File: config.mk
export PLATFORM = sky130hd
export DESIGN_NAME = glpd_fifo
export DESIGN_NICKNAME = d
export VERILOG_FILES = /design/src/hdl/glpd_pkg.sv /design/src/hdl/glpd_fifo.sv
export SDC_FILE = /design/constraint.sdc
export NUM_CORES = 1
export LEC_CHECK = 0
export BUFFER_PORTS_ARGS = -buffer_cell sky130_fd_sc_hd__clkbuf_2
export CORE_MARGIN = 2
export CORE_UTILIZATION = 49
export DETAILED_ROUTE_END_ITERATION = 16
export PLACE_DENSITY = 0.82
export SLEW_MARGIN = 5
export SYNTH_ARGS = -nofsm -noshare
export SYNTH_HDL_FRONTEND = slang
export SYNTH_SLANG_ARGS = --single-unit
export TNS_END_PERCENT = 50
File: constraint.sdc
create_clock -name clk -period 1.99 [get_ports clk]
set_input_delay 0.398 -clock clk [delete_from_list [all_inputs] [get_ports clk]]
set_output_delay 0.398 -clock clk [all_outputs]
set_load 0.01 [all_outputs]
File: src/hdl/glpd_pkg.sv
// Shared constants and types for the grid local peak detector.
// No dependencies; used by every module of the block.
package glpd_pkg;

    // Default sizing of the block, handed down from the top level.
    localparam int DEF_MAX_COLS   = 1024;
    localparam int DEF_MAX_ROWS   = 1024;
    localparam int DEF_PIXEL_BITS = 16;

    // Configuration register file.
    localparam int CFG_BITS       = 11;
    localparam int CFG_INDEX_BITS = 2;

    typedef logic [CFG_BITS-1:0]       cfg_word_t;
    typedef logic [CFG_INDEX_BITS-1:0] cfg_index_t;

    localparam cfg_index_t REG_NUM_ROWS = cfg_index_t'(0);
    localparam cfg_index_t REG_NUM_COLS = cfg_index_t'(1);

    localparam cfg_word_t RESET_NUM_ROWS = cfg_word_t'(4);
    localparam cfg_word_t RESET_NUM_COLS = cfg_word_t'(5);

    // Reported positions wrap at this width.
    localparam int POS_BITS = 10;
    typedef logic [POS_BITS-1:0] pos_t;

    // Peak candidates decided per pixel, one bit each in a bundle mask.
    localparam int NUM_SLOTS = 3;
    typedef logic [NUM_SLOTS-1:0] slot_mask_t;

    localparam int SLOT_ABOVE = 0;  // pixel one row up, same column
    localparam int SLOT_LEFT  = 1;  // pixel one column left, last row
    localparam int SLOT_HERE  = 2;  // the arriving pixel, last row and column

    // Depth of the bundle queue between the front and back parts.
    localparam int QUEUE_DEPTH = 4;

endpackage

File: src/hdl/glpd_fifo.sv
// Small register queue carrying peak bundles from the front to the back part.
// Depends on glpd_pkg for the default depth.
module glpd_fifo #(
    parameter int WIDTH = 8,
    parameter int DEPTH = glpd_pkg::QUEUE_DEPTH,
    localparam int PTR_BITS = (DEPTH > 1) ? $clog2(DEPTH) : 1,
    localparam int CNT_BITS = $clog2(DEPTH + 1)
) (
    input  logic                clk,
    input  logic                rst_n,
    input  logic                push,
    input  logic [WIDTH-1:0]    push_data,
    input  logic                pop,
    output logic                head_valid,
    output logic [WIDTH-1:0]    head_data,
    output logic [CNT_BITS-1:0] count
);

    logic [WIDTH-1:0]    slots_reg [DEPTH];
    logic [PTR_BITS-1:0] wr_ptr_reg, wr_ptr_next;
    logic [PTR_BITS-1:0] rd_ptr_reg, rd_ptr_next;
    logic [CNT_BITS-1:0] count_reg, count_next;
    logic                do_push;
    logic                do_pop;

    assign do_pop  = pop && (count_reg != '0);
    assign do_push = push;

    always_comb
    begin
        wr_ptr_next = wr_ptr_reg;
        rd_ptr_next = rd_ptr_reg;
        count_next  = count_reg;
        if (do_push)
        begin
            wr_ptr_next = (wr_ptr_reg == PTR_BITS'(DEPTH - 1)) ? '0 : wr_ptr_reg + 1'b1;
        end
        if (do_pop)
        begin
            rd_ptr_next = (rd_ptr_reg == PTR_BITS'(DEPTH - 1)) ? '0 : rd_ptr_reg + 1'b1;
        end
        if (do_push && !do_pop)
        begin
            count_next = count_reg + 1'b1;
        end
        else if (do_pop && !do_push)
        begin
            count_next = count_reg - 1'b1;
        end
    end

    always_ff @(posedge clk or negedge rst_n)
    begin
        if (!rst_n)
        begin
            wr_ptr_reg <= '0;
            rd_ptr_reg <= '0;
            count_reg  <= '0;
        end
        else
        begin
            wr_ptr_reg <= wr_ptr_next;
            rd_ptr_reg <= rd_ptr_next;
            count_reg  <= count_next;
        end
    end

    always_ff @(posedge clk)
    begin
        if (do_push)
        begin
            slots_reg[wr_ptr_reg] <= push_data;
        end
    end

    assign head_valid = (count_reg != '0);
    assign head_data  = slots_reg[rd_ptr_reg];
    assign count      = count_reg;

endmodule

# Yosys cells after proc, flatten, opt, wreduce, memory -nomap -nowiden
# Memory sizes are Yosys's and may differ from the RTL's.
# Cells that the tools add are included.
[word_totals]
ramBits = 32
n_memories = 1
word_cells = 23
output_inout_bits = 12
reg_bits = 7
[mem_list]
columns = ["name", "depth", "word_bits", "read_ports", "rd_ports_with_merged_regs", "wr", "line_no", "rtl"]
rows = [
  ["slots_reg", 4, 8, 1, 0, 1, "glpd_fifo.sv:19", "logic [WIDTH-1:0] slots_reg [DEPTH];"],
]
[op_classes]
muxes = 6
reduce_logical = 7
eq_ne = 2
add_sub_neg = 4
[op_table]
columns = ["cell", "count"]
rows = [
  ["$mux W3", 2],
  ["$add A2 B1 Y2 const B", 2],
  ["$eq A2 B2 Y1 const B", 2],
  ["$mux W2", 2],
  ["$add A3 B1 Y3 const B", 1],
  ["$logic_and A1 B1 Y1", 3],
  ["$reduce_bool A3 Y1", 1],
  ["$sub A3 B1 Y3 const B", 1],
  ["$logic_not A1 Y1", 2],
  ["$mux W1", 2],
  ["$reduce_bool A2 Y1", 1],
]

# Logic depth before layout (Yosys ltp)
[logic_depth]
word_depth = 5
depth_mapped = 8

# Worst setup path after synthesis
# Ideal clock, no wire load.
[synth_timing]
path_kind = "reg-to-reg"
startpoint = "reg count_reg[0], in the netlist count[0]"
endpoint = "reg count_reg[2], in the netlist count[2]"
path_stages_with_launch = 9
arrival_time_ns = 1.961
t_required_ns = 1.911
setup_ns = 0.079
path_slack_ns = -0.050
synth_period_minus_slack_ns = 2.040
cell_sequence = "dfrtp_1 > or3_4 > nand2_4 > ha_1 > inv_1 > fa_1 > xor2_1 > nor2_1 > xor2_1"
[synth_via]
elab_chain_cells = 5
elab_cells_between_ends = 10
classes_between = "add/sub: 2; mux: 2; reduce/logical: 6"
[synth_rtl]
columns = ["element", "line_no", "rtl"]
rows = [
  ["start, declared", "glpd_fifo.sv:22", "logic [CNT_BITS-1:0] count_reg, count_next;"],
  ["start signal, assigned", "glpd_fifo.sv:64", "count_reg <= count_next;"],
  ["$reduce_bool A3 Y1 (*)", "--", ""],
  ["net head_valid", "glpd_fifo.sv:14", "output logic head_valid,"],
  ["$logic_and A1 B1 Y1 (*)", "glpd_fifo.sv:26", "assign do_pop = pop && (count_reg != '0);"],
  ["$logic_not A1 Y1", "glpd_fifo.sv:42", "if (do_push && !do_pop)"],
  ["$logic_and A1 B1 Y1", "glpd_fifo.sv:42", ""],
  ["$mux W3 or $reduce_bool A2 Y1 (tied branches)", "--", ""],
]
# The timed path passes the listed nets; every way through them passes the cells marked *. The select of a mux whose other input is x is not followed.
# A chain may end at the register's enable or synchronous reset.

# Final worst setup path
[layout_timing]
startpoint = "reg count_reg[0], in the netlist count[0]"
endpoint = "reg count_reg[2], in the netlist count[2]"
[layout_via]
elab_chain_cells = 5
elab_cells_between_ends = 10
classes_between = "add/sub: 2; mux: 2; reduce/logical: 6"
[layout_rtl]
columns = ["element"]
rows = [
  ["parallel branches: the longest is 5 deep, another holds $sub A3 B1 Y3"],
]
# Parallel ways; which one is timed is not known. The select of a mux whose other input is x is not followed.

==> flow_summary.ini <==
[run_status]
outcome = finished, final reports clean

[floorplan]
start_util_pct = 51.6
die_height_um = 60.7
dieArea_um2 = 3680
row_count = 20
ios = 24
core_area_um2 = 3050
fp.dieW_um = 60.7

[route]
ant_nets = 0
via_per_inst = 5.09
dr.first_iter.drc_count = 11
vias = 805
drc = 0
wire_per_inst_um = 15.0
firstDrtPassIters = 4
wl_um = 2370

[place]
gp_congestion = 0.707
dp.cells = 148
post-dp-hpwl_um = 1690
port_buffers = 23
placed_cell_area_um2 = 1790

[final_layout]
fin_area_um2 = 1860
n_antenna_cell = 0
seq_area_um2 = 1140
multi_input_area_um2 = 434
area_growth_pct = 18.1
fillers = 252
largest_reg_flops = 32
final_core_util_pct = 60.9
stdcell_count = 158
drive_above_1_share_pct = 43.9
nNetsFinal = 132

[clock_network]
cts_max_level = 2
clk_path_buf_depth = 2
cts_tree = yes
path_clk_slew_ps = 110
clock_sinks = 39
cts_root_buf = clkbuf_4
cts_buffers = 5
clkLatencyLatePin_ps = 330

[logic_synthesis]
synthesis.area_um2 = 1580
synthCells = 78
yosysTopAreaCellShare_pct = 61.0
syn_avg_cell_area_um2 = 20.2
synthTopCellsByArea = edfxtp_1, mux4_2, dfrtp_1
ys_seq_area_share_pct = 72.1
syn_nets = 97
ys_warn_count = 0
ys_types = 18
yosysTopAreaCell = edfxtp_1
ys_ff_latch = 39

[setup_path]
reg2reg_from = count[0]$_DFFE_PN0P_
rr_worst_depth = 8
r2r_setup_slack_ps = 70
critical_path_arrival_ps = 2190
crit_type = reg -> reg
cp.required_ps = 2260
timing.critical_path.to = count[2]$_DFFE_PN0P_
crit_path_start = count[0]$_DFFE_PN0P_
crit_fanout = 2
end_kind = register
start_kind = register
r2r_end = count[2]$_DFFE_PN0P_

[sta]
slew_viol_final = 0
hold_viol_final = 0
post-route-period-util_pct = 96.7
fmax_mhz = 520
worst_pin_slew_ps = 451
tns_ps = 0
finalCriticalPeriod_ps = 1920
fin_worst_skew_ps = 10.4
final-setup-viol-count = 0
rsz0062_at_grt = true
slew-limit-headroom_pct = 69.9

[global_route]
grt_pass1_vias = 822
track_usage_pct = 14.8
top_usage_layer = met2
antenna_found_initial = 0
grt_max_degree = 12
met2_usage_pct = 25.0
use_met1_pct = 16.2
gr-total-overflow = 0
grt_pass1_wl_um = 3620
met3_usage_pct = 4.26

[pwr]
p_leak_nw = 0.713
power_density_nw_per_um2 = 1340
irDropWorstVdd_mv = 0.684
p_total_mw = 2.49

[flow_run]
drv_cap = 0

[min_path]
worstHoldStart = push_data[7]
hold_path_class = in -> reg
per-stage QoR:
stage | setup WS [ps] | hold slack [ps]
2_1_floorplan | 26.6 | 102
3_3_place_gp | 100 | 241
3_5_place_dp | 23.6 | 248
4_1_cts | 0.0306 | 259
5_1_grt | -25.7 | 259
6_report | 66.7 | 278
cell type report:
type / instances / share of cell area [%]
clock buffers: 6 / 2.22
multi-input cells: 34 / 23.3
inverters: 3 / 0.605
repair buffers: 30 / 9.35
flip-flops and latches: 39 / 61.1
well taps: 44 / 2.96
clock inverters: 2 / 0.403
where the power goes:
group	switching (mW)	total, mW	internal, mW
Sequential	0.0992	1.18	1.08
Combinational	0.437	0.948	0.511
Clock	0.234	0.365	0.131
Total	0.771	2.49	1.72
cell usage in the layout, fill, tap and decap left out:
cell / instances
buf_4: 5
buf_6: 1
xnor2_1: 1
inv_1: 3
nor2_1: 3
or3_4: 1
fa_2: 1
dlygate4sd3_1: 1
mux2_4: 2
and2_1: 4
clkbuf_2: 23
ha_1: 5
clkbuf_4: 5
edfxtp_1: 32
dfrtp_2: 1
mux4_2: 8
dfrtp_1: 6
clkbuf_1: 1
nand2_4: 1
nand2_1: 2
mux2_2: 1
o21ai_0: 2
clkinv_1: 2
ha_4: 1
xor2_1: 2
synth_stat cells (all sizes together):
cell    count
mux2        3
buf         1
nor2        3
clkbuf      1
xnor2       1
edfxtp     32
inv         3
nand2       3
o21ai       2
or3         1
mux4        8
fa          1
and2        4
dfrtp       7
ha          6
xor2        2
routing by layer:
| layer | part of all wire [%] | routed length (µm) |
|---|---|---|
| met4 | 2.0 | 48 |
| met1 | 40 | 954 |
| met2 | 53 | 1250 |
| met3 | 5.0 | 118 |
| met5 | 0 | 0 |
repair_timing:
| item | CTS | global route |
|---|---|---|
| hold buffers | 1 | 0 |
| setup endpoints to repair | 0 | 7 |
| gates resized for setup | 0 | 2 |
| buffers inserted | 0 | 1 |
| hold endpoints to repair | 7 | 0 |
worst max-delay path, stage by stage, from the launching register on:
cell	delay (ps)
dfrtp_2	420
or3_4	410
nand2_4	90
ha_4	130
inv_1	50
fa_2	330
xor2_1	170
nor2_1	120
xor2_1	150
worst min-delay path by stage:
stage	end	slack, ps	cells past startpoint
3_5_place_dp	wr_ptr_reg[0]$_DFFE_PN0P_	250	1
2_1_floorplan	count[0]$_DFFE_PN0P_	100	0
4_1_cts	slots_reg[0][2]$_DFFE_PP_	260	1
5_1_grt	slots_reg[0][2]$_DFFE_PP_	260	1
6_report	slots_reg[3][7]$_DFFE_PP_	280	1
3_3_place_gp	wr_ptr_reg[1]$_DFFE_PN0P_	240	1
cells by family (layout without fill, tap and decap cells):
family | count (synthesis) | count (layout) | share of synthesized area [%]
AO/OA/AOI/OAI | 2 | 2 | 0.635
multiplexers | 11 | 11 | 14.1
AND/OR/NAND/NOR | 11 | 11 | 4.21
XOR/XNOR | 3 | 3 | 1.67
flip-flops | 39 | 39 | 72.1
buffers and inverters | 5 | 41 | 1.27
adder cells (fa/ha/maj) | 7 | 7 | 6.04
(Power assumes the default switching activity.)
