===== config.mk =====
export PLATFORM = sky130hd
export DESIGN_NAME = glpd_back
export DESIGN_NICKNAME = d
export VERILOG_FILES = /design/src/hdl/glpd_pkg.sv /design/src/hdl/glpd_back.sv
export SDC_FILE = /design/constraint.sdc
export NUM_CORES = 1
export LEC_CHECK = 0
export BUFFER_PORTS_ARGS = -buffer_cell sky130_fd_sc_hd__buf_2
export CAP_MARGIN = 40
export CORE_MARGIN = 4
export CORE_UTILIZATION = 45
export DETAILED_ROUTE_END_ITERATION = 12
export PLACE_DENSITY = 0.7
export SETUP_SLACK_MARGIN = 0.4
export SYNTH_ARGS = -nofsm -noshare
export SYNTH_HDL_FRONTEND = slang
export SYNTH_SLANG_ARGS = --single-unit
export TNS_END_PERCENT = 20

===== constraint.sdc =====
create_clock -name clk -period 4.5 [get_ports clk]
set_input_delay 0.45 -clock clk [delete_from_list [all_inputs] [get_ports clk]]
set_output_delay 0.45 -clock clk [all_outputs]
set_load 0.02 [all_outputs]

===== src/hdl/glpd_pkg.sv =====
// Shared constants and types for the grid local peak detector.
// No dependencies; used by every module of the block.
package glpd_pkg;

    // Default sizing of the block, handed down from the top level.
    localparam int DEF_MAX_COLS   = 1024;
    localparam int DEF_MAX_ROWS   = 1024;
    localparam int DEF_PIXEL_BITS = 16;

    // Configuration register file.
    localparam int CFG_BITS       = 11;
    localparam int CFG_INDEX_BITS = 2;

    typedef logic [CFG_BITS-1:0]       cfg_word_t;
    typedef logic [CFG_INDEX_BITS-1:0] cfg_index_t;

    localparam cfg_index_t REG_NUM_ROWS = cfg_index_t'(0);
    localparam cfg_index_t REG_NUM_COLS = cfg_index_t'(1);

    localparam cfg_word_t RESET_NUM_ROWS = cfg_word_t'(4);
    localparam cfg_word_t RESET_NUM_COLS = cfg_word_t'(5);

    // Reported positions wrap at this width.
    localparam int POS_BITS = 10;
    typedef logic [POS_BITS-1:0] pos_t;

    // Peak candidates decided per pixel, one bit each in a bundle mask.
    localparam int NUM_SLOTS = 3;
    typedef logic [NUM_SLOTS-1:0] slot_mask_t;

    localparam int SLOT_ABOVE = 0;  // pixel one row up, same column
    localparam int SLOT_LEFT  = 1;  // pixel one column left, last row
    localparam int SLOT_HERE  = 2;  // the arriving pixel, last row and column

    // Depth of the bundle queue between the front and back parts.
    localparam int QUEUE_DEPTH = 4;

endpackage


===== src/hdl/glpd_back.sv =====
// Back part: unpacks peak bundles, one result per cycle while ready.
// Depends on glpd_pkg for slot numbering and position width.
module glpd_back #(
    parameter int PIXEL_BITS = glpd_pkg::DEF_PIXEL_BITS,
    localparam int BUNDLE_W  = glpd_pkg::NUM_SLOTS + 2 * glpd_pkg::POS_BITS + 3 * PIXEL_BITS
) (
    input  logic                         clk,
    input  logic                         rst_n,
    input  logic                         head_valid,
    input  logic [BUNDLE_W-1:0]          head_data,
    output logic                         pop,
    output logic                         out_valid,
    input  logic                         out_ready,
    output glpd_pkg::pos_t               peak_row,
    output glpd_pkg::pos_t               peak_col,
    output logic signed [PIXEL_BITS-1:0] peak_value,
    output logic                         last_of_run
);

    import glpd_pkg::*;

    localparam int COL_LO  = 3 * PIXEL_BITS;
    localparam int ROW_LO  = COL_LO + POS_BITS;
    localparam int MASK_LO = ROW_LO + POS_BITS;

    typedef logic signed [PIXEL_BITS-1:0] pix_t;

    logic       act_reg;
    slot_mask_t mask_reg;
    pos_t       row_reg;
    pos_t       col_reg;
    pix_t       v_above_reg;
    pix_t       v_left_reg;
    pix_t       v_here_reg;

    logic       out_valid_reg;
    pos_t       out_row_reg;
    pos_t       out_col_reg;
    pix_t       out_value_reg;
    logic       out_last_reg;

    logic       fire;
    logic       done;
    slot_mask_t mask_rest;
    pos_t       sel_row;
    pos_t       sel_col;
    pix_t       sel_value;

    // Pick the lowest pending slot; slots are already in raster order.
    always_comb
    begin
        sel_row   = row_reg;
        sel_col   = col_reg;
        sel_value = v_here_reg;
        mask_rest = mask_reg;
        priority if (mask_reg[SLOT_ABOVE])
        begin
            sel_row   = row_reg - 1'b1;
            sel_value = v_above_reg;
            mask_rest[SLOT_ABOVE] = 1'b0;
        end
        else if (mask_reg[SLOT_LEFT])
        begin
            sel_col   = col_reg - 1'b1;
            sel_value = v_left_reg;
            mask_rest[SLOT_LEFT] = 1'b0;
        end
        else
        begin
            mask_rest[SLOT_HERE] = 1'b0;
        end
    end

    assign fire = act_reg && (!out_valid_reg || out_ready);
    assign done = !act_reg || (fire && (mask_rest == '0));
    assign pop  = done && head_valid;

    always_ff @(posedge clk or negedge rst_n)
    begin
        if (!rst_n)
        begin
            act_reg       <= 1'b0;
            out_valid_reg <= 1'b0;
        end
        else
        begin
            if (pop)
            begin
                act_reg <= 1'b1;
            end
            else if (done)
            begin
                act_reg <= 1'b0;
            end

            if (fire)
            begin
                out_valid_reg <= 1'b1;
            end
            else if (out_ready)
            begin
                out_valid_reg <= 1'b0;
            end
        end
    end

    always_ff @(posedge clk)
    begin
        if (pop)
        begin
            mask_reg    <= head_data[MASK_LO +: NUM_SLOTS];
            row_reg     <= head_data[ROW_LO +: POS_BITS];
            col_reg     <= head_data[COL_LO +: POS_BITS];
            v_here_reg  <= $signed(head_data[2*PIXEL_BITS +: PIXEL_BITS]);
            v_left_reg  <= $signed(head_data[PIXEL_BITS +: PIXEL_BITS]);
            v_above_reg <= $signed(head_data[0 +: PIXEL_BITS]);
        end
        else if (fire)
        begin
            mask_reg <= mask_rest;
        end

        if (fire)
        begin
            out_row_reg   <= sel_row;
            out_col_reg   <= sel_col;
            out_value_reg <= sel_value;
            out_last_reg  <= (mask_rest == '0);
        end
    end

    assign out_valid   = out_valid_reg;
    assign peak_row    = out_row_reg;
    assign peak_col    = out_col_reg;
    assign peak_value  = out_value_reg;
    assign last_of_run = out_last_reg;

endmodule


### Word level (Yosys, flattened, before mapping)

Cells that the tools add are included.

* word-level logic and storage cells: 38
* memory bits (read-only): 0
* input bits: 75
* memory bits (writable): 0
* register bits: 110
* memories: 0
* output and inout port bits: 39
* bits in latches: 0

* order comparisons: 0
* div/mod/pow operators: 0
* eq/ne operators: 0
* bitwise operators: 0
* shifts and indexed selects: 0
* add/subtract/negate cells: 2
* $mul: 0
* reductions and logical operators: 11
* multiplexer cells: 13

Operator list (count)
* $mux W16: 2
* $mux W10: 3
* $sub A10 B1 Y10 const B: 2
* $mux W3: 2
* $reduce_bool A2 Y1: 3
* $mux W1: 5
* $logic_and A1 B1 Y1: 3
* $logic_not A3 Y1: 1
* $logic_not A1 Y1: 2
* $logic_or A1 B1 Y1: 2
* $mux W2: 1

### Depth between registers and ports, before layout

* depth after elaboration: 7
* gate-level depth with buffers: 5
* depth with buffers taken out: 5

### Worst setup path before layout

No wires, ideal clock.

* kind: register to output
* start: reg mask_reg[0]
* end: out pop
* data required time: 4050 ps
* buffers on the path: 0
* arrival: 2777 ps
* slack: 1273 ps
* cell stages (with the launch flop): 4
* path through: edfxtp_1 > maj3_1 > o21ai_1 > and2_1

* longest elaborated chain between the ends: 5

Ends and longest elaborated chain
* from (decl): line glpd_back.sv:29 `slot_mask_t mask_reg;`
* from (signal assigned): line glpd_back.sv:111 `mask_reg <= head_data[MASK_LO +: NUM_SLOTS];`
* from (signal assigned): line glpd_back.sv:120 `mask_reg <= mask_rest;`
* $mux W2: line glpd_back.sv:56 `priority if (mask_reg[SLOT_ABOVE])`
* $logic_not A3 Y1: line glpd_back.sv:75 `assign done = !act_reg || (fire && (mask_rest == '0));`
* $logic_and A1 B1 Y1: line glpd_back.sv:75
* $logic_or A1 B1 Y1: line glpd_back.sv:75
* $logic_and A1 B1 Y1: line glpd_back.sv:76 `assign pop = done && head_valid;`
* to (decl): line glpd_back.sv:11 `output logic pop,`

No other way between the ends.

### Final worst setup path

* start: reg mask_reg[2]
* end: out pop

* longest elaborated chain between the ends: 6

Ends and longest elaborated chain
* $mux W1: line glpd_back.sv:62 `else if (mask_reg[SLOT_LEFT])`
* $mux W2 *: line glpd_back.sv:56
* $logic_not A3 Y1 *: line glpd_back.sv:75
* $logic_and A1 B1 Y1 *: line glpd_back.sv:75
* $logic_or A1 B1 Y1 *: line glpd_back.sv:75
* $logic_and A1 B1 Y1 *: line glpd_back.sv:76

Mark *: on every way between the ends. The rest lies on a longest branch, timed or not.

==> impl_metrics.tcl <==
set metrics [dict create \
    drt-total-wl_um 6810 \
    hold_depth 1 \
    avgViaCountPerCell 4.79 \
    synthTopCellsByCount "edfxtp_1, nand2_1, o21ai_1, mux2i_1, xnor2_1" \
    synthesis.area_sq_um 4170 \
    p_sw_frac 0.278 \
    hold_class "in -> reg" \
    globalplace.congestion 0.746 \
    hold_viol 0 \
    grt_setup_unrepaired "false" \
    grt_pass1_vias 2250 \
    fin_crit_ns 2.53 \
    yosysSeqAreaShare 0.790 \
    cts-htree-levels 3 \
    crit_chain "maj3_1 > o21ai_1 > and2_2 > buf_2" \
    synth_cells 238 \
    cts-buffers-inserted 9 \
    synth_seq_cells 110 \
    antenna_left 0 \
    drv_cap 0 \
    clock_latency_ns 0.36 \
    powerDensity_nw_per_um2 462 \
    area_growth_pct 21.9 \
    die_h_um 104 \
    io_pins 114 \
    crit_fanout 19 \
    path_class "reg -> out" \
    cp-end-kind "output pin" \
    ys_async_sr_fraction 0.0182 \
    dieArea_sq_um 10900 \
    slew_headroom 0.589 \
    synth.most_common_cell "edfxtp_1" \
    final_net_count 439 \
    io_buffers 113 \
    grt_pass1_wl_um 10700 \
    p_clk_frac 0.222 \
    core-area_sq_um 8850 \
    seq_area_sq_um 3290 \
    skew_ns 0.00845 \
    setup_tns_ns 0 \
    fin_util 0.574 \
    cp.arrival_ns 2.08 \
    overflow 0 \
    grt_max_degree 44 \
    total_leakage_power_uw 0.00196 \
    start_kind "flip-flop" \
    synthDominantCellAreaShare 0.778 \
    antenna_found_initial 0 \
    yosys_warnings 0 \
    grtUsageTotal 0.129 \
    clk_pin_slew_ns 0.10 \
    synthFlopType "edfxtp_1" \
    drive_gt1_frac 0.381 \
    maxSlewViolCount 0 \
    row_count 34 \
    power.switching_uw 651 \
    routedWlPerCell_um 14.3 \
    fmax_ghz 0.394 \
    vdd_drop_max_uv 213 \
    postCtsSetupBuffers 0 \
    fin_crit_sh 0.563 \
    reg2reg_to "row_reg[1]$_DFFE_PP_" \
    slowest_delay_ns 0.45 \
    worst_pin_slew_ns 0.616 \
    whs_endpoint "col_reg[9]$_DFFE_PP_" \
    route.detailed.drc 0 \
    synth_top_cell_by_area "edfxtp_1" \
    p_int_uw 1690 \
    post_cts_resized 0 \
    root_buffer "clkbuf_8" \
    vias 2273 \
    cts_tree "done" \
    outcome "complete, no violations" \
    hp-start "head_data[57]" \
    fillerInstances 716 \
    reg2reg_depth 4 \
    cp.buffers_inverters 1 \
    p_comb_frac 0.192 \
    syn_area_per_cell_sq_um 17.5 \
    clock_path_buffers 2 \
    start_util 0.471 \
    cp_data_required_time_ns 4.05 \
    synth.distinct_cells 32 \
    synth.area.top_cells "edfxtp_1, mux2i_1, xnor2_1, o21ai_1, nand2_1" \
    reg2reg_slack_ns 2.24 \
    finalSetupViolations 0 \
    path_delay_family "simple AND/OR/NAND/NOR gates" \
    cpMaxStageDelayCell "and2_2" \
    drtIter0Drc 72 \
    dp.final_hpwl_um 4930 \
    cts.sinks 110 \
    synth_fp_nets 315 \
    synth_edf_count 108 \
    diodes 0 \
    die_w_um 104 \
    timing.rr.start "mask_reg[2]$_DFFE_PP_" \
    multi_input_area_sq_um 827 \
    seqPwrFrac 0.586 \
    dr.pass1.iters 4 \
]
==> layout make-up <==
class	instances	area share
Tap cell	108	0.0266
Clock buffer	9	0.0244
Sequential cell	110	0.648
Clock inverter	7	0.00936
Inverter	5	0.00370
Timing Repair Buffer	119	0.125
Multi-Input combinational cell	117	0.163
==> logic make-up (layout without fill, tap and decap cells) <==
group | count (synthesis) | count (layout) | synth area share
compound gates | 24 | 24 | 0.0318
xor+xnor | 18 | 18 | 0.0378
fa+ha+maj | 3 | 3 | 0.00841
buf+inv | 11 | 140 | 0.0132
flops | 110 | 110 | 0.790
mux | 17 | 17 | 0.0408
simple gates | 55 | 55 | 0.0775
==> power groups by stage <==
stage / Clock (uW) / Combinational [uW] / Sequential (uW)
final: 519 / 450 / 1370
after global routing: 581 / 495 / 1390
after CTS: 537 / 460 / 1380
after detailed placement: 0 / 459 / 1400
after global placement: 0 / 438 / 1400
after floorplan: 0 / 207 / 1490
==> cell usage in the layout (no fill, tap or decap), types with 2 or more instances in the layout <==
cell type	count
clkinv_2	2
inv_1	5
clkbuf_8	9
nor2_1	5
buf_4	4
nand4b_1	3
nor4b_4	2
ha_1	2
xnor2_1	13
nand3_1	3
dfrtp_1	2
mux2i_1	17
nand2b_1	2
xor2_1	5
nand2_1	23
nor2b_1	3
o21ai_0	2
buf_2	113
inv_6	2
or2_2	2
nor3_1	3
edfxtp_1	108
o21ai_1	18
==> layer usage <==
layer	wire [um]	up-vias	global-route usage	part of all wire
li1	-	1144	-	-
met1	2730	1034	0.148	0.40
met2	3350	88	0.211	0.49
met3	656	7	0.0615	0.096
met4	76	0	0.0456	0.011
met5	0	-	0	0
==> through the flow <==
| step | setup slack [ns] | power [uW] | hold WS (ns) | instance area [sq um] | cells |
|---|---|---|---|---|---|
| 6_report | 1.97 | 2340 | 0.256 | 5080 | 475 |
| 4_1_cts | 1.91 | 2370 | 0.239 | 5080 | 475 |
| 3_3_place_gp | 2.28 | 1840 | 0.235 | 4870 | 457 |
| 5_1_grt | 1.79 | 2470 | 0.222 | 5080 | 475 |
| 3_5_place_dp | 2.22 | 1860 | 0.237 | 4900 | 458 |
| 2_1_floorplan | 1.27 | 1700 | 0.154 | 4170 | 238 |
==> worst max-delay path by stage <==
stage / cells after the start / end / slack [ns] / startpoint
3_5_place_dp: 4 / col_reg[9]$_DFFE_PP_ / 2.22 / mask_reg[2]$_DFFE_PP_
4_1_cts: 4 / pop / 1.91 / mask_reg[2]$_DFFE_PP_
3_3_place_gp: 4 / col_reg[9]$_DFFE_PP_ / 2.28 / mask_reg[2]$_DFFE_PP_
5_1_grt: 4 / pop / 1.79 / mask_reg[2]$_DFFE_PP_
2_1_floorplan: 3 / pop / 1.27 / mask_reg[0]$_SDFFCE_PN0P_
6_report: 4 / pop / 1.97 / mask_reg[2]$_DFFE_PP_
==> repair_timing <==
action	4_1_cts	5_1_grt
setup endpoints to repair	0	0
hold endpoints to repair	2	0
hold buffers	1	0
(Power assumes the default switching activity.)
